### src/assert_macros.svh
// Assertion helpers shared by the RTL.
`ifndef ASSERT_MACROS_SVH
`define ASSERT_MACROS_SVH
`ifndef SYNTH
`define ASSERT_IMPL(label, clk, rst_n, ante, cons) \
  label: assert property (@(posedge clk) disable iff (!rst_n) (ante) |-> (cons)) \
    else $error("%m: assertion failed");
`define ASSERT_NEXT(label, clk, rst_n, ante, cons) \
  label: assert property (@(posedge clk) disable iff (!rst_n) (ante) |=> (cons)) \
    else $error("%m: assertion failed");
`else
`define ASSERT_IMPL(label, clk, rst_n, ante, cons)
`define ASSERT_NEXT(label, clk, rst_n, ante, cons)
`endif
`endif

### src/icg_pkg.sv
package icg_pkg;

  localparam logic [1:0] MODE_RAINBOW = 2'd1;
  localparam logic [1:0] MODE_BLUE    = 2'd2;

  localparam logic [1:0] REG_PALETTE_MODE = 2'd0;
  localparam logic [1:0] REG_MAX_ITER     = 2'd1;
  localparam logic [1:0] REG_INTERIOR     = 2'd2;

  localparam logic [1:0]  PALETTE_RESET  = MODE_RAINBOW;
  localparam logic [15:0] MAX_ITER_RESET = 16'd100;
  localparam logic [23:0] INTERIOR_RESET = 24'h00008B;

  localparam logic [7:0] CH_MAX      = 8'hFF;
  localparam logic [7:0] BLUE_BASE   = 8'd51;
  localparam logic [7:0] BLUE_SPAN   = 8'd204;
  localparam logic [7:0] NEON_R_MID  = 8'h9B;
  localparam logic [7:0] NEON_G_MID  = 8'h30;
  localparam logic [7:0] NEON_G_END  = 8'h14;
  localparam logic [7:0] NEON_B_END  = 8'h93;

  typedef struct packed {
    logic [1:0]  mode;
    logic [23:0] interior;
  } cfg_t;

endpackage

### src/icg_div_cell.sv
`include "assert_macros.svh"

module icg_div_cell #(
  parameter int REM_BITS = 16,
  parameter int Q_BITS   = 16
) (
  input  logic                clk,
  input  logic                rst_n,
  input  logic                up_valid,
  output logic                up_ready,
  input  logic [REM_BITS-1:0] up_rem,
  input  logic [Q_BITS-1:0]   up_quo,
  input  logic                up_interior,
  input  logic [REM_BITS-1:0] divisor,
  output logic                down_valid,
  input  logic                down_ready,
  output logic [REM_BITS-1:0] down_rem,
  output logic [Q_BITS-1:0]   down_quo,
  output logic                down_interior
);

  logic                v_r;
  logic [REM_BITS-1:0] rem_r;
  logic [Q_BITS-1:0]   quo_r;
  logic                int_r;

  logic [REM_BITS:0]   dbl;
  logic [REM_BITS:0]   diff;
  logic                fits;
  logic [REM_BITS-1:0] rem_nxt;
  logic [Q_BITS-1:0]   quo_nxt;

  always_comb begin
    dbl     = {up_rem, 1'b0};
    diff    = dbl - {1'b0, divisor};
    fits    = dbl >= {1'b0, divisor};
    rem_nxt = fits ? diff[REM_BITS-1:0] : dbl[REM_BITS-1:0];
    quo_nxt = {up_quo[Q_BITS-2:0], fits};
  end

  assign up_ready      = !v_r || down_ready;
  assign down_valid    = v_r;
  assign down_rem      = rem_r;
  assign down_quo      = quo_r;
  assign down_interior = int_r;

  always_ff @(posedge clk) begin
    if (!rst_n) begin
      v_r <= 1'b0;
    end else if (up_ready) begin
      v_r <= up_valid;
    end
  end

  always_ff @(posedge clk) begin
    if (up_valid && up_ready) begin
      rem_r <= rem_nxt;
      quo_r <= quo_nxt;
      int_r <= up_interior;
    end
  end

  `ASSERT_NEXT(a_load_fills, clk, rst_n, up_valid && up_ready, v_r)
  `ASSERT_NEXT(a_stall_holds, clk, rst_n, v_r && !down_ready, v_r && $stable({rem_r, quo_r, int_r}))
  `ASSERT_NEXT(a_bubble_moves, clk, rst_n, v_r && down_ready && !up_valid, !v_r)

endmodule

### src/icg_color.sv
`include "assert_macros.svh"

module icg_color
  import icg_pkg::*;
#(
  parameter int F = 16
) (
  input  logic         clk,
  input  logic         rst_n,
  input  cfg_t         cfg,
  input  logic         up_valid,
  output logic         up_ready,
  input  logic [F-1:0] up_q,
  input  logic         up_interior,
  output logic         down_valid,
  input  logic         down_ready,
  output logic [23:0]  down_pixel
);

  localparam int TW = F + 3;
  localparam int PW = F + 8;
  localparam logic [2:0] SEG_RED_YELLOW   = 3'd0;
  localparam logic [2:0] SEG_YELLOW_GREEN = 3'd1;
  localparam logic [2:0] SEG_GREEN_CYAN   = 3'd2;
  localparam logic [2:0] SEG_CYAN_BLUE    = 3'd3;

  logic          v1_r;
  logic [F-1:0]  q1_r;
  logic [TW-1:0] t1_r;
  logic          int1_r;
  logic          v2_r;
  logic [23:0]   pix_r;
  logic          ready1;

  logic [TW-1:0] t_nxt;
  logic [2:0]    seg;
  logic [PW-1:0] fade_p;
  logic [7:0]    c;
  logic [PW-1:0] rg_p;
  logic [PW-1:0] bb_p;
  logic [F-1:0]  s;
  logic [F:0]    s_rest;
  logic [PW-1:0] nr_p;
  logic [PW-1:0] ng_p;
  logic [PW-1:0] nb_p;
  logic [7:0]    nr;
  logic [7:0]    ng;
  logic [7:0]    nb;
  logic [23:0]   rainbow;
  logic [23:0]   pix_nxt;

  assign t_nxt = TW'({up_q, 2'b00}) + TW'(up_q);

  assign ready1     = !v2_r || down_ready;
  assign up_ready   = !v1_r || ready1;
  assign down_valid = v2_r;
  assign down_pixel = pix_r;

  always_comb begin
    seg    = t1_r[TW-1:F];
    fade_p = {t1_r[F-1:0], 8'd0} - PW'(t1_r[F-1:0]);
    c      = fade_p[PW-1:F];
    case (seg)
      SEG_RED_YELLOW:   rainbow = {CH_MAX, c, 8'd0};
      SEG_YELLOW_GREEN: rainbow = {CH_MAX - c, CH_MAX, 8'd0};
      SEG_GREEN_CYAN:   rainbow = {8'd0, CH_MAX, c};
      SEG_CYAN_BLUE:    rainbow = {8'd0, CH_MAX - c, CH_MAX};
      default:          rainbow = {c, 8'd0, CH_MAX};
    endcase

    rg_p = {q1_r, 8'd0} - PW'(q1_r);
    bb_p = PW'(q1_r) * PW'(BLUE_SPAN);

    s      = {q1_r[F-2:0], 1'b0};
    s_rest = {1'b1, {F{1'b0}}} - {1'b0, s};
    if (!q1_r[F-1]) begin
      nr_p = PW'(s) * PW'(NEON_R_MID);
      ng_p = PW'(s) * PW'(NEON_G_MID);
      nb_p = {s, 8'd0} - PW'(s);
      nr   = nr_p[PW-1:F];
      ng   = ng_p[PW-1:F];
      nb   = nb_p[PW-1:F];
    end else begin
      nr_p = PW'(s) * PW'(CH_MAX - NEON_R_MID);
      ng_p = PW'(s_rest) * PW'(NEON_G_MID - NEON_G_END);
      nb_p = PW'(s) * PW'(CH_MAX - NEON_B_END) + PW'({F{1'b1}});
      nr   = NEON_R_MID + nr_p[PW-1:F];
      ng   = NEON_G_END + ng_p[PW-1:F];
      nb   = CH_MAX - nb_p[PW-1:F];
    end

    if (int1_r) begin
      pix_nxt = (cfg.mode == MODE_RAINBOW) ? cfg.interior : 24'd0;
    end else if (cfg.mode == MODE_RAINBOW) begin
      pix_nxt = rainbow;
    end else if (cfg.mode == MODE_BLUE) begin
      pix_nxt = {rg_p[PW-1:F], rg_p[PW-1:F], BLUE_BASE + bb_p[PW-1:F]};
    end else begin
      pix_nxt = {nr, ng, nb};
    end
  end

  always_ff @(posedge clk) begin
    if (!rst_n) begin
      v1_r <= 1'b0;
      v2_r <= 1'b0;
    end else begin
      if (up_ready) begin
        v1_r <= up_valid;
      end
      if (ready1) begin
        v2_r <= v1_r;
      end
    end
  end

  always_ff @(posedge clk) begin
    if (up_valid && up_ready) begin
      q1_r   <= up_q;
      t1_r   <= t_nxt;
      int1_r <= up_interior;
    end
    if (v1_r && ready1) begin
      pix_r <= pix_nxt;
    end
  end

  `ASSERT_IMPL(a_segment_range, clk, rst_n, v1_r, t1_r[TW-1:F] <= 3'd4)
  `ASSERT_NEXT(a_out_holds, clk, rst_n, v2_r && !down_ready, v2_r && $stable(pix_r))
  `ASSERT_NEXT(a_stage_moves, clk, rst_n, v1_r && ready1, v2_r)

endmodule

### src/iteration_count_color_gradient_core.sv
// Escape-time color gradient. Each input word carries one pixel's iteration
// count and yields one 24-bit RGB word. The block takes one word per clock and
// keeps taking words while a finished result waits until all FRACTION_BITS + 2
// stages hold a word, since every stage holds its own valid bit. The ratio
// count / max_iterations comes out of a chain of FRACTION_BITS restoring
// divider cells, one quotient bit per cell, followed by two palette stages.
// No word is taken during reset.
// Registers: palette_mode at 0x0, max_iterations at 0x4, and the rainbow
// interior color at 0x8. Write them only while no word is in flight.
module iteration_count_color_gradient_core
  import icg_pkg::*;
#(
  parameter int COUNT_BITS    = 16,
  parameter int FRACTION_BITS = 16
) (
  input  logic                  clk,
  input  logic                  rst_n,
  input  logic                  psel,
  input  logic                  penable,
  input  logic                  pwrite,
  input  logic [3:0]            paddr,
  input  logic [31:0]           pwdata,
  output logic [31:0]           prdata,
  output logic                  pready,
  input  logic                  in_valid,
  output logic                  in_ready,
  input  logic [COUNT_BITS-1:0] in_iteration_count,
  output logic                  out_valid,
  input  logic                  out_ready,
  output logic [23:0]           out_pixel_rgb
);

  localparam int MAX_BITS = (COUNT_BITS < 16) ? COUNT_BITS : 16;
  localparam int F = FRACTION_BITS;

  logic [1:0]          mode_r;
  logic [MAX_BITS-1:0] max_r;
  logic [23:0]         interior_r;
  logic [1:0]          reg_idx;
  cfg_t                cfg;

  logic                stg_v   [F+1];
  logic                stg_rdy [F+1];
  logic [MAX_BITS-1:0] stg_rem [F+1];
  logic [F-1:0]        stg_quo [F+1];
  logic                stg_int [F+1];

  assign pready  = 1'b1;
  assign reg_idx = paddr[3:2];

  always_ff @(posedge clk) begin
    if (!rst_n) begin
      mode_r     <= PALETTE_RESET;
      max_r      <= MAX_ITER_RESET[MAX_BITS-1:0];
      interior_r <= INTERIOR_RESET;
    end else if (psel && penable && pwrite) begin
      case (reg_idx)
        REG_PALETTE_MODE: mode_r     <= pwdata[1:0];
        REG_MAX_ITER:     max_r      <= pwdata[MAX_BITS-1:0];
        REG_INTERIOR:     interior_r <= pwdata[23:0];
        default:          ;
      endcase
    end
  end

  always_comb begin
    case (reg_idx)
      REG_PALETTE_MODE: prdata = {30'd0, mode_r};
      REG_MAX_ITER:     prdata = 32'(max_r);
      REG_INTERIOR:     prdata = {8'd0, interior_r};
      default:          prdata = 32'd0;
    endcase
  end

  assign cfg.mode     = mode_r;
  assign cfg.interior = interior_r;

  assign stg_v[0]   = in_valid;
  assign in_ready   = stg_rdy[0] && rst_n;
  assign stg_rem[0] = in_iteration_count[MAX_BITS-1:0];
  assign stg_quo[0] = '0;
  assign stg_int[0] = in_iteration_count >= COUNT_BITS'(max_r);

  for (genvar i = 0; i < F; i++) begin : g_cell
    icg_div_cell #(
      .REM_BITS(MAX_BITS),
      .Q_BITS  (F)
    ) u_cell (
      .clk          (clk),
      .rst_n        (rst_n),
      .up_valid     (stg_v[i]),
      .up_ready     (stg_rdy[i]),
      .up_rem       (stg_rem[i]),
      .up_quo       (stg_quo[i]),
      .up_interior  (stg_int[i]),
      .divisor      (max_r),
      .down_valid   (stg_v[i+1]),
      .down_ready   (stg_rdy[i+1]),
      .down_rem     (stg_rem[i+1]),
      .down_quo     (stg_quo[i+1]),
      .down_interior(stg_int[i+1])
    );
  end

  icg_color #(
    .F(F)
  ) u_color (
    .clk        (clk),
    .rst_n      (rst_n),
    .cfg        (cfg),
    .up_valid   (stg_v[F]),
    .up_ready   (stg_rdy[F]),
    .up_q       (stg_quo[F]),
    .up_interior(stg_int[F]),
    .down_valid (out_valid),
    .down_ready (out_ready),
    .down_pixel (out_pixel_rgb)
  );

endmodule
### config.mk
export PLATFORM = sky130hd
export DESIGN_NAME = iteration_count_color_gradient_core
export DESIGN_NICKNAME = d
export VERILOG_FILES = /design/src/icg_pkg.sv /design/src/icg_div_cell.sv /design/src/icg_color.sv /design/src/iteration_count_color_gradient_core.sv
export VERILOG_INCLUDE_DIRS = /design/src /design/src/src
export SDC_FILE = /design/constraint.sdc
export NUM_CORES = 2
export LEC_CHECK = 0
export BUFFER_PORTS_ARGS = -buffer_cell sky130_fd_sc_hd__buf_2
export CORE_MARGIN = 2
export CORE_UTILIZATION = 50
export DETAILED_ROUTE_END_ITERATION = 8
export HOLD_SLACK_MARGIN = 0.1
export PLACE_DENSITY = 0.66
export REMOVE_ABC_BUFFERS = 1
export SKIP_CTS_REPAIR_TIMING = 1
export SYNTH_ARGS = -nofsm -noshare
export SYNTH_HDL_FRONTEND = slang
export SYNTH_HIERARCHICAL = 1
export SYNTH_SLANG_ARGS = --single-unit
### constraint.sdc
create_clock -name clk -period 6 [get_ports clk]
set_input_delay 0.3 -clock clk [delete_from_list [all_inputs] [get_ports clk]]
set_output_delay 0.3 -clock clk [all_outputs]
set_load 0.03 [all_outputs]
==> metrics.txt <==
# TYPE chip_impl_metric gauge
chip_impl_info{name="timing.critical_path.from",value="u_color/q1_r[8]$_DFFE_PP_"} 1
chip_impl_metric{name="final_layout_size_suffix_gt1_frac",unit=""} 0.1180
chip_impl_metric{name="period_share",unit=""} 0.9447
chip_impl_metric{name="via_count_of_the_first_global_routing_pass",unit=""} 32809
chip_impl_metric{name="setup_violations",unit=""} 0
chip_impl_metric{name="total_power",unit="mW"} 8.380
chip_impl_metric{name="rows",unit=""} 110
chip_impl_metric{name="irDropWorstVdd",unit="mV"} 0.2237
chip_impl_metric{name="antenna_violating_nets_post_route",unit=""} 0
chip_impl_metric{name="first_pass_iters",unit=""} 5
chip_impl_metric{name="clock-sinks",unit=""} 510
chip_impl_info{name="mostFrequentLayoutCells",value="sky130_fd_sc_hd__inv_1 (573), sky130_fd_sc_hd__ha_1 (501), sky130_fd_sc_hd__edfxtp_1 (450), sky130_fd_sc_hd__nor2_1 (351), sky130_fd_sc_hd__a21oi_1 (296)"} 1
chip_impl_metric{name="route.detailed.drc",unit=""} 0
chip_impl_info{name="outcome",value="complete, no violations"} 1
chip_impl_metric{name="mappedNetlistArea",unit="sq um"} 45000
chip_impl_info{name="worst_r2r_end",value="u_color/down_pixel[4]$_DFFE_PP_"} 1
chip_impl_metric{name="r2r_setup_slack",unit="ns"} 0.33
chip_impl_metric{name="max_slew.worst_pin.slew",unit="ns"} 1.232
chip_impl_metric{name="finalClockSkew",unit="ns"} 0.01075
chip_impl_metric{name="timing.critical_path.fanout_max",unit=""} 8
chip_impl_metric{name="hpwlAfterDp",unit="microns"} 87980
chip_impl_metric{name="clock_tree.htree_level_count",unit=""} 2
chip_impl_metric{name="port_buffers",unit=""} 98
chip_impl_metric{name="grt_pass1_wl",unit="microns"} 179500
chip_impl_metric{name="area.growth.synth_to_final",unit="%"} 8.628
chip_impl_metric{name="final.setup.worst_slack",unit="ns"} 0.3315
chip_impl_metric{name="insertion_delay_to_the_later_sink_of_the_worst_skew_pair",unit="ns"} 0.62
chip_impl_metric{name="number_of_buffers_created_by_cts",unit=""} 55
chip_impl_metric{name="die-area",unit="sq um"} 92410
chip_impl_metric{name="ff2ff_path_depth",unit=""} 17
chip_impl_metric{name="synth-warning-count",unit=""} 6
chip_impl_metric{name="gp_congestion",unit=""} 0.9504
chip_impl_metric{name="fin_tns_setup",unit="ns"} 0
chip_impl_metric{name="insertedDiodeCount",unit=""} 0
chip_impl_metric{name="worstPathRequired",unit="ns"} 6.36
chip_impl_metric{name="clock_path_buffers",unit=""} 3
chip_impl_metric{name="fp.dieW",unit="microns"} 304.0
chip_impl_metric{name="drt_first_iter_violations",unit=""} 2262
chip_impl_metric{name="ios",unit=""} 118
chip_impl_metric{name="maximum_number_of_pins_on_one_net_before_global_route_repair",unit=""} 62
chip_impl_metric{name="routedWlPerCell",unit="microns"} 19.26
chip_impl_metric{name="via_count",unit=""} 34387
chip_impl_metric{name="route.final.wire_length",unit="microns"} 114700
chip_impl_metric{name="die-height",unit="microns"} 304.0
chip_impl_metric{name="core-area",unit="sq um"} 89600
chip_impl_info{name="timing.rr.start",value="u_color/q1_r[8]$_DFFE_PP_"} 1
chip_impl_info{name="worst_setup_path_end_kind",value="flip-flop"} 1
chip_impl_metric{name="achievable-frequency",unit="MHz"} 176.4
chip_impl_metric{name="final_design_area_no_fill",unit="sq um"} 48880
chip_impl_info{name="min-delay-path-class",value="input pin to flip-flop"} 1
chip_impl_metric{name="floorplan.initialDensity",unit=""} 0.5022
chip_impl_metric{name="num-nets-final",unit=""} 5395
chip_impl_info{name="rsz0062_at_grt",value="no"} 1
chip_impl_metric{name="static-leakage-power",unit="nW"} 20.34
chip_impl_metric{name="power_density",unit="nW/um^2"} 171.4
chip_impl_metric{name="synth.avg_cell_area",unit="sq um"} 9.773
chip_impl_metric{name="postLayoutCoreUtil",unit=""} 0.5455
chip_impl_info{name="endpoint",value="u_color/down_pixel[4]$_DFFE_PP_"} 1
chip_impl_metric{name="worst_ep_arrival_time",unit="ns"} 6.03
chip_impl_metric{name="number_of_antenna_violations_at_the_first_check_in_global_routing",unit=""} 0
chip_impl_info{name="startpoint_type",value="flip-flop"} 1
chip_impl_metric{name="detailed_place.area",unit="sq um"} 46570
chip_impl_metric{name="post_route_minimum_period",unit="ns"} 5.668
chip_impl_info{name="critPathKind",value="flip-flop to flip-flop"} 1
chip_impl_metric{name="cts.clk_slew.worst_paths",unit="ns"} 0.06
chip_impl_metric{name="relative_slew_slack",unit=""} 0.1786
chip_impl_metric{name="timing.final.hold_violations",unit=""} 0
chip_impl_info{name="clock-root-buffer",value="sky130_fd_sc_hd__clkbuf_16"} 1
chip_impl_metric{name="pre_cts_ws",unit="ns"} 0.1247
chip_impl_metric{name="overflow",unit=""} 0
chip_impl_info{name="layout.cells.most_common",value="sky130_fd_sc_hd__inv_1"} 1
chip_impl_metric{name="globalRouteTotalUtil",unit=""} 0.2421
chip_impl_metric{name="drt-vias-per-instance",unit=""} 5.775
chip_impl_metric{name="netlist_instances",unit=""} 4604
chip_impl_metric{name="num-fill-cells",unit=""} 7923
chip_impl_info{name="tritoncts",value="built"} 1
chip_impl_metric{name="finalMaxSlewViolations",unit=""} 0
chip_impl_metric{name="maxCapViolCount",unit=""} 0
## worst min path at each step
stage,slack [ns],startpoint,to,cells past startpoint
6_report,0.09,in_iteration_count[5],g_cell[0].u_cell/down_rem[6]$_DFFE_PP_,3
2_1_floorplan,0.36,rst_n,mode_r[0]$_SDFFE_PN1P_,1
5_1_grt,0.11,in_iteration_count[14],g_cell[0].u_cell/down_rem[15]$_DFFE_PP_,3
4_1_cts,-0.11,pwdata[22],interior_r[22]$_SDFFE_PN0P_,3
3_3_place_gp,0.40,g_cell[12].u_cell/down_quo[0]$_DFFE_PP_,g_cell[13].u_cell/down_quo[1]$_DFFE_PP_,0
3_5_place_dp,0.40,g_cell[9].u_cell/down_interior$_DFFE_PP_,g_cell[10].u_cell/down_interior$_DFFE_PP_,0
## worst max-delay path: stages, from the launching register on
cell,delay [ns]
sky130_fd_sc_hd__edfxtp_1,0.53
sky130_fd_sc_hd__inv_1,0.13
sky130_fd_sc_hd__buf_4,0.20
sky130_fd_sc_hd__ha_1,0.46
sky130_fd_sc_hd__fa_1,0.57
sky130_fd_sc_hd__inv_1,0.06
sky130_fd_sc_hd__fa_1,0.50
sky130_fd_sc_hd__inv_1,0.04
sky130_fd_sc_hd__ha_1,0.33
sky130_fd_sc_hd__nand2_1,0.14
sky130_fd_sc_hd__nor4_2,0.64
sky130_fd_sc_hd__o21a_4,0.24
sky130_fd_sc_hd__o311ai_1,0.11
sky130_fd_sc_hd__a311oi_1,0.53
sky130_fd_sc_hd__nor3b_2,0.14
sky130_fd_sc_hd__xnor2_1,0.21
sky130_fd_sc_hd__a311oi_1,0.46
sky130_fd_sc_hd__o21ai_1,0.10
## per-stage QoR
step | std cells | hold slack [ns]
after floorplan | 4457 | 0.3619
after global placement | 5814 | 0.4004
final | 5954 | 0.08686
after global routing | 5954 | 0.1105
after CTS | 5918 | -0.1136
after detailed placement | 5814 | 0.4045
## sequential cells by signal, summed over array words and instances (netlist names)
signal and count:
g_cell.u_cell/down_rem 240, g_cell.u_cell/down_quo 136, interior_r 24, u_color/down_pixel 24, u_color/t1_r 17, g_cell.u_cell/down_interior 16
g_cell.u_cell/down_valid 16, max_r 16, u_color/q1_r 16, mode_r 2, u_color/down_valid 1, u_color/int1_r 1
u_color/v1_r 1
## power by group
part,internal (mW),switching (mW)
Combinational,0.387,0.475
Clock,2.11,1.47
Sequential,3.90,0.0394
## final cells by class
type	count	area, sq um	share of cell area
clock buffer	61	1419	0.02903
clock inverter	43	501.7	0.01026
inverter	574	2155	0.04408
multi-input combinational	3373	27140	0.5553
sequential	510	14720	0.3011
tap	1176	1471	0.03010
timing repair buffer	217	1471	0.03010
## metal layers
layer,track usage,vias to the layer above,part of all wire
met4,0.08423,0,0.038
li1,-,16820,-
met1,0.3009,16523,0.42
met5,0,-,0
met2,0.4387,820,0.50
met3,0.02145,224,0.041
No activity file was read; power rests on OpenSTA's default activity.
